$ cat config.mk
export PLATFORM = sky130hd
export DESIGN_NAME = cell_reference_parser_unit
export DESIGN_NICKNAME = d
export VERILOG_FILES = /design/src/sv/crp_pkg.sv /design/src/sv/crp_step.sv /design/src/sv/cell_reference_parser_unit.sv
export SDC_FILE = /design/constraint.sdc
export NUM_CORES = 1
export LEC_CHECK = 0
export ABC_AREA = 0
export BUFFER_PORTS_ARGS = -buffer_cell sky130_fd_sc_hd__buf_2
export CORE_UTILIZATION = 30
export CTS_BUF_LIST = sky130_fd_sc_hd__clkbuf_8
export CTS_CLUSTER_DIAMETER = 50
export DETAILED_ROUTE_END_ITERATION = 8
export GPL_TIMING_DRIVEN = 0
export SLEW_MARGIN = 20
export SYNTH_ARGS = -nofsm -noshare
export SYNTH_HDL_FRONTEND = slang
export SYNTH_SLANG_ARGS = --single-unit
$ cat constraint.sdc
create_clock -name clk -period 8.14 [get_ports clk]
set_input_delay 0.407 -clock clk [delete_from_list [all_inputs] [get_ports clk]]
set_output_delay 0.407 -clock clk [all_outputs]
set_load 0.1 [all_outputs]
$ cat src/sv/crp_pkg.sv
// Shared types and constants for the cell reference parser.
package crp_pkg;

  localparam int COL_W   = 10;
  localparam int ROW_W   = 17;
  localparam int ROWIX_W = 16;
  localparam int CHAR_W  = 8;
  localparam int CFG_W   = 17;
  // one digit more than the row limit: row * 10 + 9
  localparam int ROWMUL_W = ROW_W + 4;

  localparam logic [CHAR_W-1:0] CHAR_UP_A = 8'h41;
  localparam logic [CHAR_W-1:0] CHAR_UP_Z = 8'h5A;
  localparam logic [CHAR_W-1:0] CHAR_LO_A = 8'h61;
  localparam logic [CHAR_W-1:0] CHAR_LO_Z = 8'h7A;
  localparam logic [CHAR_W-1:0] CHAR_ZERO = 8'h30;
  localparam logic [CHAR_W-1:0] CHAR_NINE = 8'h39;

  localparam logic [COL_W-1:0] ALPHA_COUNT = 10'd26;

  localparam logic [COL_W-1:0] MAX_COLS_RST = 10'd256;
  localparam logic [ROW_W-1:0] MAX_ROWS_RST = 17'd65536;

  // configuration register indexes
  typedef enum logic {
    CFG_MAX_COLS = 1'b0,
    CFG_MAX_ROWS = 1'b1
  } cfg_index_t;

  typedef enum logic [1:0] {
    PH_FIRST           = 2'd0,
    PH_LETTER_OR_DIGIT = 2'd1,
    PH_DIGITS          = 2'd2
  } parse_phase_t;

  typedef struct packed {
    parse_phase_t     phase;
    logic [COL_W-1:0] column_acc;
    logic [ROW_W-1:0] row_acc;
    logic             error_seen;
  } parse_state_t;

  typedef struct packed {
    logic               name_ok;
    logic [COL_W-1:0]   column_index;
    logic [ROWIX_W-1:0] row_index;
  } parse_result_t;

  localparam parse_state_t STATE_CLEAR = '{
    phase:      PH_FIRST,
    column_acc: '0,
    row_acc:    '0,
    error_seen: 1'b0
  };

endpackage

$ cat src/sv/crp_step.sv
// Per-character next-state and result logic of the cell reference parser.
module crp_step (
  input  crp_pkg::parse_state_t           cur_state,
  input  logic [crp_pkg::CHAR_W-1:0]      char_code,
  input  logic                            last_char,
  input  logic [crp_pkg::COL_W-1:0]       max_cols,
  input  logic [crp_pkg::ROW_W-1:0]       max_rows,
  output crp_pkg::parse_state_t           state_nxt,
  output crp_pkg::parse_result_t          result
);
  import crp_pkg::*;

  logic                is_upper;
  logic                is_lower;
  logic                is_letter;
  logic                is_digit;
  logic [CHAR_W-1:0]   letter_off;
  logic [COL_W-1:0]    letter_val;
  logic [CHAR_W-1:0]   digit_off;
  logic [ROWMUL_W-1:0] row_next;
  logic [COL_W-1:0]    col_two;
  parse_state_t        upd;

  assign is_upper  = (char_code >= CHAR_UP_A) && (char_code <= CHAR_UP_Z);
  assign is_lower  = (char_code >= CHAR_LO_A) && (char_code <= CHAR_LO_Z);
  assign is_letter = is_upper || is_lower;
  assign is_digit  = (char_code >= CHAR_ZERO) && (char_code <= CHAR_NINE);

  assign letter_off = is_lower ? (char_code - CHAR_LO_A) : (char_code - CHAR_UP_A);
  assign letter_val = {{(COL_W-5){1'b0}}, letter_off[4:0]};
  assign digit_off  = char_code - CHAR_ZERO;

  // row * 10 + digit as two shifts and adds
  assign row_next = {1'b0, cur_state.row_acc, 3'b000}
                  + {3'b000, cur_state.row_acc, 1'b0}
                  + {{(ROWMUL_W-4){1'b0}}, digit_off[3:0]};

  // first column is at most 25 here, so this stays below 702
  assign col_two = (cur_state.column_acc + 10'd1) * ALPHA_COUNT + letter_val;

  always_comb begin
    upd = cur_state;
    if (!cur_state.error_seen) begin
      unique case (cur_state.phase)
        PH_FIRST: begin
          if (!is_letter) begin
            upd.error_seen = 1'b1;
          end else begin
            upd.column_acc = letter_val;
            upd.phase      = PH_LETTER_OR_DIGIT;
            upd.error_seen = (letter_val >= max_cols);
          end
        end
        PH_LETTER_OR_DIGIT, PH_DIGITS: begin
          if (cur_state.phase == PH_LETTER_OR_DIGIT && is_letter) begin
            upd.column_acc = col_two;
            upd.phase      = PH_DIGITS;
            upd.error_seen = (col_two >= max_cols);
          end else if (!is_digit) begin
            upd.error_seen = 1'b1;
          end else begin
            upd.phase = PH_DIGITS;
            if (row_next > {{(ROWMUL_W-ROW_W){1'b0}}, max_rows}) begin
              upd.error_seen = 1'b1;
            end else begin
              upd.row_acc = row_next[ROW_W-1:0];
            end
          end
        end
        default: begin
          upd = cur_state;
        end
      endcase
    end
  end

  always_comb begin
    result.name_ok = !upd.error_seen && (upd.phase != PH_FIRST) && (upd.row_acc != '0);
    if (result.name_ok) begin
      result.column_index = upd.column_acc;
      result.row_index    = upd.row_acc[ROWIX_W-1:0] - 16'd1;
    end else begin
      result.column_index = '0;
      result.row_index    = '0;
    end
  end

  // a reference ends with its last character: start afresh
  assign state_nxt = last_char ? STATE_CLEAR : upd;

endmodule

$ cat src/sv/cell_reference_parser_unit.sv
// Top level of the cell reference parser: state, limits and result buffering.
//
// Parses an A1-style cell reference (one or two letters of either case, then
// decimal row digits) one character per input transaction. The unit takes a
// character in every cycle in which in_stall is low; each character updates
// the parse state in a single pass of logic into the state registers. The
// character flagged last_char produces one result transaction, registered
// into the output or skid register as it is taken; the parse state is cleared
// for the next reference. A two-entry output buffer (output register plus one
// skid register) lets input continue while a result waits; in_stall rises
// only when both entries hold results, i.e. after two references have
// finished against a stalled output. Bad characters, a column at or above
// max_cols, a row above max_rows or a zero/missing row give name_ok = 0 with
// zero column and row. Limits are written through the cfg_ port and should
// only be changed while no reference is in flight.
module cell_reference_parser_unit (
  input  logic                           clk,
  input  logic                           rst_n,
  // configuration
  input  logic                           cfg_we,
  input  logic                           cfg_index,
  input  logic [crp_pkg::CFG_W-1:0]      cfg_wdata,
  // character input
  input  logic                           in_valid,
  output logic                           in_stall,
  input  logic [crp_pkg::CHAR_W-1:0]     in_char_code,
  input  logic                           in_last_char,
  // result output
  output logic                           out_valid,
  input  logic                           out_stall,
  output logic                           out_name_ok,
  output logic [crp_pkg::COL_W-1:0]      out_column_index,
  output logic [crp_pkg::ROWIX_W-1:0]    out_row_index
);
  import crp_pkg::*;

  parse_state_t     state_r;
  parse_state_t     state_nxt;
  parse_state_t     step_state;
  parse_result_t    step_result;

  logic [COL_W-1:0] max_cols_r;
  logic [ROW_W-1:0] max_rows_r;

  logic             out_valid_r;
  logic             out_valid_nxt;
  parse_result_t    out_data_r;
  parse_result_t    out_data_nxt;
  logic             skid_valid_r;
  logic             skid_valid_nxt;
  parse_result_t    skid_data_r;
  parse_result_t    skid_data_nxt;

  logic             in_take;
  logic             res_new;
  logic             out_take;

  // --- configuration registers ---
  always_ff @(posedge clk) begin
    if (!rst_n) begin
      max_cols_r <= MAX_COLS_RST;
      max_rows_r <= MAX_ROWS_RST;
    end else if (cfg_we) begin
      unique case (cfg_index_t'(cfg_index))
        CFG_MAX_COLS: max_cols_r <= cfg_wdata[COL_W-1:0];
        CFG_MAX_ROWS: max_rows_r <= cfg_wdata[ROW_W-1:0];
        default:      max_cols_r <= max_cols_r;
      endcase
    end
  end

  // --- handshakes ---
  assign in_stall = skid_valid_r;       // only stall once both entries are full
  assign in_take  = in_valid && !in_stall;
  assign res_new  = in_take && in_last_char;
  assign out_take = out_valid_r && !out_stall;

  // --- per-character parse step ---
  crp_step u_step (
    .cur_state (state_r),
    .char_code (in_char_code),
    .last_char (in_last_char),
    .max_cols  (max_cols_r),
    .max_rows  (max_rows_r),
    .state_nxt (step_state),
    .result    (step_result)
  );

  assign state_nxt = in_take ? step_state : state_r;

  always_ff @(posedge clk) begin
    if (!rst_n) begin
      state_r <= STATE_CLEAR;
    end else begin
      state_r <= state_nxt;
    end
  end

  // --- result buffer: output register with one skid entry behind it ---
  always_comb begin
    out_valid_nxt  = out_valid_r;
    out_data_nxt   = out_data_r;
    skid_valid_nxt = skid_valid_r;
    skid_data_nxt  = skid_data_r;
    if (out_take || !out_valid_r) begin
      if (skid_valid_r) begin
        // input is stalled here, so no new result competes
        out_valid_nxt  = 1'b1;
        out_data_nxt   = skid_data_r;
        skid_valid_nxt = 1'b0;
      end else if (res_new) begin
        out_valid_nxt = 1'b1;
        out_data_nxt  = step_result;
      end else begin
        out_valid_nxt = 1'b0;
      end
    end else if (res_new) begin
      skid_valid_nxt = 1'b1;
      skid_data_nxt  = step_result;
    end
  end

  always_ff @(posedge clk) begin
    if (!rst_n) begin
      out_valid_r  <= 1'b0;
      skid_valid_r <= 1'b0;
    end else begin
      out_valid_r  <= out_valid_nxt;
      skid_valid_r <= skid_valid_nxt;
    end
  end

  // payload needs no reset
  always_ff @(posedge clk) begin
    out_data_r  <= out_data_nxt;
    skid_data_r <= skid_data_nxt;
  end

  assign out_valid        = out_valid_r;
  assign out_name_ok      = out_data_r.name_ok;
  assign out_column_index = out_data_r.column_index;
  assign out_row_index    = out_data_r.row_index;

endmodule

### Word level (Yosys, flattened, before mapping)

Index checks and enable logic that the tools add are counted.

| word-level totals | value |
|---|---|
| input bits | 32 |
| register bits after elaboration | 113 |
| logic and storage cells | 84 |

| operators by class | value |
|---|---|
| eq/ne operators | 2 |
| add/sub/neg operators | 8 |
| bitwise operators | 3 |
| $mul | 1 |
| reduce and logical (&&, ||, !) cells | 25 |
| mux-type cells | 22 |
| $lt $le $gt $ge | 9 |

Operator list:

| operator | count |
|---|---|
| $mux 17 | 4 |
| $mux 30 | 2 |
| $mux 27 | 2 |
| $mux 26 | 1 |
| $pmux 12 s2 | 1 |
| $add 20x18->21 | 1 |
| $add 21x4->21 | 1 |
| $gt 21x17->1 | 1 |
| $reduce_bool 17->1 | 1 |
| $ge 8x7->1 const B | 2 |
| $le 8x7->1 const B | 2 |
| $sub 16x1->16 const B | 1 |
| $mux 12 | 1 |
| $add 10x1->10 const B | 1 |
| $add 10x5->10 | 1 |
| $ge 10x10->1 | 1 |
| $ge 5x10->1 | 1 |
| $mul 10x4->9 const B | 1 |
| $mux 10 | 1 |
| $sub 5x1->5 const B | 2 |
| $logic_and 1x1->1 | 9 |
| $ge 8x6->1 const B | 1 |
| $le 8x6->1 const B | 1 |
| $reduce_and 2->1 | 4 |
| 13 further kinds | 27 |

### Logic depth before layout (Yosys ltp)

| depth | value |
|---|---|
| depth in word-level cells | 14 |
| gate-level depth with buffers | 26 |
| depth with buffers taken out | 24 |

### Cells and area by module

A second synthesis with hierarchy kept.

| second synthesis, totals | value |
|---|---|
| cells, all modules | 984 |
| area total of the unflattened synthesis | 8628.3 um^2 |

Modules (own cells, without submodules):

| module | seq. area each (um^2) | instances | area an instance (um^2) | cells each |
|---|---|---|---|---|
| crp_step | 0.0 | 1 | 4479.3 | 640 |
| cell_reference_parser_unit | 2802.7 | 1 | 4149.0 | 344 |

### Least setup slack after synthesis

OpenSTA, ideal clock, no wires.

| timing path | value |
|---|---|
| path kind | in2reg |
| start | in in_char_code[3] (netlist bit) |
| end | reg out_data_r, in the netlist out_row_index[10], data pin |
| stages on the path | 23 |
| required time | 7975 ps |
| arrival time | 5824 ps |
| buffers on the path | 1 |
| setup slack | 2151 ps |
| cell sequence | fa_1 > fa_1 > a211o_1 > a21o_1 > a21o_1 > a211o_1 > o211a_1 > ha_1 > a21oi_1 > o21ai_0 > a2111oi_0 > a31o_2 > nor3b_1 > o2111ai_2 > mux2_2 > inv_1 > ha_1 > clkbuf_1 > nand3b_1 > a21oi_1 > xnor2_1 > mux2_2 > o31ai_2 |

| between the ends | value |
|---|---|
| word-level cells in the longest chain between the ends | 14 |
| elaborated cells on any way between the ends | 43 |

RTL lines:

| item | line | text |
|---|---|---|
| start: declaration | cell_reference_parser_unit.sv:26 | `input logic [crp_pkg::CHAR_W-1:0] in_char_code,` |
| $sub 4x1->4, or another cell as far along | crp_step.sv:31 | `assign digit_off = char_code - CHAR_ZERO;` |
| $add 21x4->21 or $logic_and 1x1->1 (tied branches) | crp_step.sv:36, crp_step.sv:25 |  |
| $gt 21x17->1 or $mux 5 (tied branches) | crp_step.sv:63, crp_step.sv:29 |  |
| $mux 1 or $add 10x5->10 (tied branches) | crp_step.sv:63, crp_step.sv:39 |  |
| $mux 1 or $ge 10x10->1 (tied branches) | crp_step.sv:59, crp_step.sv:58 |  |
| $mux 1 | crp_step.sv:55 | `if (cur_state.phase == PH_LETTER_OR_DIGIT && is_letter) begin` |
| $pmux 1 s2 | crp_step.sv:44 | `unique case (cur_state.phase)` |
| $mux 30 (*) | crp_step.sv:43 | `if (!cur_state.error_seen) begin` |
| branches (longest 3 deep; another with $sub 16x1->16) | - |  |
| $mux 26 (*) | crp_step.sv:79 | `if (result.name_ok) begin` |
| $mux 27 (*) | cell_reference_parser_unit.sv:111 | `end else if (res_new) begin` |
| $mux 27 (*) | cell_reference_parser_unit.sv:106 | `if (skid_valid_r) begin` |
| end signal: assignment | cell_reference_parser_unit.sv:135 | `out_data_r <= out_data_nxt;` |
| end: declaration | cell_reference_parser_unit.sv:47 | `parse_result_t out_data_r;` |

Mark *: on every way between the ends. The select of a mux whose other input is x is not followed.
A chain may end at the register's enable or synchronous reset.

### Worst setup path in the final report

| timing path | value |
|---|---|
| start | reg state_r[3] (netlist bit) |
| end | reg out_data_r, in the netlist out_row_index[10], data pin |

| between the ends | value |
|---|---|
| word-level cells in the longest chain between the ends | 14 |
| elaborated cells on any way between the ends | 20 |

RTL lines:

| item | line | text |
|---|---|---|
| start: declaration | cell_reference_parser_unit.sv:37 | `parse_state_t state_r;` |
| start signal: assignment | cell_reference_parser_unit.sv:95 | `state_r <= state_nxt;` |
| $add 20x18->21 | crp_step.sv:35 | `+ {3'b000, cur_state.row_acc, 1'b0}` |
| $add 21x4->21 | crp_step.sv:36 | `+ {{(ROWMUL_W-4){1'b0}}, digit_off[3:0]};` |
| $gt 21x17->1 | crp_step.sv:63 | `if (row_next > {{(ROWMUL_W-ROW_W){1'b0}}, max_rows}) begin` |
| $mux 1 | crp_step.sv:63 |  |
| $mux 1 | crp_step.sv:59 | `end else if (!is_digit) begin` |
| $mux 1 | crp_step.sv:55 |  |
| $pmux 1 s2 | crp_step.sv:44 |  |
| $mux 30 (*) | crp_step.sv:43 |  |
| branches (longest 3 deep; another with $sub 16x1->16) | - |  |
| $mux 26 (*) | crp_step.sv:79 |  |
| $mux 27 (*) | cell_reference_parser_unit.sv:111 |  |
| $mux 27 (*) | cell_reference_parser_unit.sv:106 |  |

Marks and branches as above.

==> results.md <==
- Syn Nets: 1081
- Worst Path Required: 8.43 ns
- Worst-path cell chain: fa_1, fa_1, a211o_1, a21o_1, a21o_1, xor2_1, ha_1, nand2_1, nor2_1, a2111oi_0, a31o_2, nor3b_1, o2111ai_2, mux2_2, inv_1, ha_1, clkbuf_1, nand3b_1, a21oi_1, xnor2_1, mux2_2, o31ai_2
- Final total power: 1300 uW
- CTS clk-pin slew, worst paths: 0.08 ns
- DR vias: 7019
- Syn Area/Cell: 9.05 um2
- IO buf count: 59
- Die H: 171 um
- Post-CTS setup buffer count: 0
- Final hold viol count: 0
- Hold Startpoint: cfg_wdata[16]
- GPL Wtd Cong: 0.898
- Seq/Total Area, Yosys: 32.5%
- Worst R2R Path Depth: 22
- Worst skew pair latency: 0.45 ns
- Pre-CTS WS: 0.926 ns
- Largest net degree at the start of global routing: 28
- CTS tree: built
- Max Root-Sink Buffers: 2
- WL final: 21500 um
- CP max FO: 9
- DRT Pass-1 Iters: 5
- Ys async rst share: 0%
- Final Worst Setup Slack: 1.00 ns
- P_leak: 0.00423 uW
- Ant. Diodes: 0
- CTS H-tree lvls: 4
- Rows: 61
- Relative slew slack: 43.2%
- Initial Utilization: 30.7%
- Drt via density: 4.94
- Max stage delay on crit path: 0.67 ns
- Design area: 0.00978 mm2
- WP buf/inv: 2
- Status: complete, no violations
- Antenna violation net count after detailed routing: 0
- WS Path Type: reg2reg
- HPWL Detailed: 17300 um
- Core area: 0.0280 mm2
- Nets: 1160
- Pwr Density: 133 mW/mm2
- Max Clock Freq: 0.140 GHz
- Final period util: 87.7%
- Most used flip-flop cell after synthesis: dfxtp_1
- Netlist cell types: 88
- DIE AREA: 0.0294 mm2
- Iter 0 DRT Violations: 432
- Max-cap violations: 0
- Clock skew: 0.0128 ns
- Placed Area: 0.00941 mm2
- Initial antenna violation count: 0
- Seq cells post-synth: 113
- Synth Cell Area: 0.00861 mm2
- Clk sinks: 113
- Post-synthesis cell count: 952
- Root Buffer: clkbuf_8
- Chip Width: 171 um
- Critical Path Source Type: flop
- Arr. time, crit path: 7.43 ns
- Setup-failing EPs final: 0
- Routed wire per std cell: 15.1 um
- Total CTS buffers: 17
- Io pins: 61
- Hold buffers post-CTS: 0
- Hold depth: 3
- Crit end category: flop
- Worst VDD drop: 0.0861 mV
- RSZ-0062 raised after global routing: no
- Slew at the pin with the worst max-slew slack: 0.849 ns
- Post-CTS Resized: 0
- YS warnings: 0
- GRT Util Overall: 15.2%
- Vias in the first global route: 6632
- EDFF count, synth: 54
- Top delay family on crit path: compound AO/OA/AOI/OAI gates
- Hold Path Sink: max_rows_r[16]$_SDFFE_PN1P_
- Period minus WS final: 7.14 ns
- Worst flop-to-flop path endpoint: out_row_index[10]$_DFFE_PP_
- Max-slew violations: 0
- Hold crit path type: in2reg
- Crit-path slowest cell: xor2_1
- Synthesis-to-layout area growth: 13.6%
- Flop2flop setup slack: 1.00 ns
- DRC: 0
- RR Startpoint: state_r[3]$_SDFFE_PN0P_
- Setup_tns: 0 ns
- First-pass GRT wire length: 34800 um
- Layout cells sized above 1: 15.8%
- Grt total ovfl: 0
[layer usage]
| metal | part of all wire [%] | GRT usage, % | vias up |
|---|---|---|---|
| li1 | - | - | 3556 |
| met1 | 51 | 21.8 | 3251 |
| met2 | 43 | 23.4 | 194 |
| met3 | 5.3 | 2.25 | 18 |
| met4 | 1.1 | 3.92 | 0 |
| met5 | 0 | 0 | - |
[Yosys cell counts (4+ instances only)]
library cell  count  area [um2]
a21boi_0         27         203
nand2_1         141         529
mux2_2            7        78.8
fa_1              8         160
clkbuf_1         21        78.8
a31o_2            4        35.0
xnor2_1          26         228
o31ai_1           8        60.1
nand4_1          12        75.1
ha_1             89        1110
nor4_1            7        43.8
nor3_1           16        80.1
nand2b_1         10        62.6
and2_1           17         106
inv_1            66         248
a21o_1           21         158
a22oi_1          23         173
dfxtp_1          59        1180
edfxtp_1         54        1620
a211oi_1          4        30.0
a211o_1           4        35.0
o211ai_1          7        52.6
o21ai_1           5        25.0
nor2b_1          22         138
nand3_1          15        75.1
and3_1            4        25.0
nor2_1           61         229
buf_2             8        40.0
o21ai_0          28         140
o31ai_2          20         250
o21bai_1          5        37.5
a21oi_1          43         215
xor2_1           32         280
[worst max-delay path by stage]
| stage | from | end | slack [ns] | cells past startpoint |
|---|---|---|---|---|
| 6_report | state_r[3]$_SDFFE_PN0P_ | out_row_index[10]$_DFFE_PP_ | 1.00 | 22 |
| 4_1_cts | state_r[3]$_SDFFE_PN0P_ | out_row_index[10]$_DFFE_PP_ | 1.01 | 22 |
| 2_1_floorplan | in_char_code[3] | out_row_index[10]$_DFFE_PP_ | 2.15 | 23 |
| 3_3_place_gp | in_char_code[3] | out_row_index[10]$_DFFE_PP_ | 0.93 | 23 |
| 3_5_place_dp | in_char_code[3] | out_row_index[10]$_DFFE_PP_ | 0.93 | 23 |
| 5_1_grt | state_r[1]$_SDFFE_PN0P_ | out_row_index[10]$_DFFE_PP_ | 0.52 | 22 |
[kinds of logic (layout without fill, tap and decap cells)]
| group | after synthesis | after routing | share of synthesized area, % |
|---|---|---|---|
| buffers and inverters | 108 | 200 | 5.62 |
| DFF | 113 | 113 | 32.5 |
| AOI/OAI and AO/OA | 233 | 233 | 20.6 |
| and+or+nand+nor | 330 | 330 | 18.5 |
| xor gates and xnor gates | 61 | 61 | 6.67 |
| muxes | 10 | 10 | 1.26 |
| adders and majority gates | 97 | 97 | 14.8 |
[power breakdown]
part           total, uW  internal, uW  leakage, uW  switching (uW)
registers            610           604      0.00105            6.04
clock network        502           228     0.000178             273
logic                189          62.4      0.00300             126
[area by class of cell]
type | instances | area, um2
Clock buffer | 18 | 248
Sequential cell | 113 | 2800
Multi-Input combinational cell | 731 | 5340
Buffer | 41 | 233
Clock inverter | 14 | 123
Timing Repair Buffer | 60 | 310
Tap cell | 378 | 473
Fill cell | 2900 | 18200
Inverter | 67 | 251
[flip-flops by register name, summed over array words and instances (netlist names)]
name	flops
in_stall	1
max_cols_r	10
max_rows_r	17
out_column_index	10
out_name_ok	1
out_row_index	16
out_valid	1
skid_data_r	27
state_r	30
[cells in the final DEF (no fill, tap or decap), types with 28 or more instances in the layout]
master	count
edfxtp_1	54
nor2_1	60
xor2_1	32
inv_1	66
o21ai_0	28
ha_1	89
dfxtp_1	59
buf_2	67
a21oi_1	42
nand2_1	141
[worst min-delay path: cells and delay by family]
family          cells  cell delay, ns
buf+inv             1            0.08
compound gates      1            0.07
simple gates        1            0.04
[per-stage QoR]
step | utilization [%] | hold slack, ns | cells
2_1_floorplan | - | 0.443 | 952
3_3_place_gp | 33.5 | 0.455 | 1389
3_5_place_dp | 33.6 | 0.460 | 1390
4_1_cts | 34.9 | 0.171 | 1422
5_1_grt | 34.9 | 0.214 | 1422
6_report | 34.9 | 0.188 | 1422
Note: power is estimated with default switching activity, not from simulation.
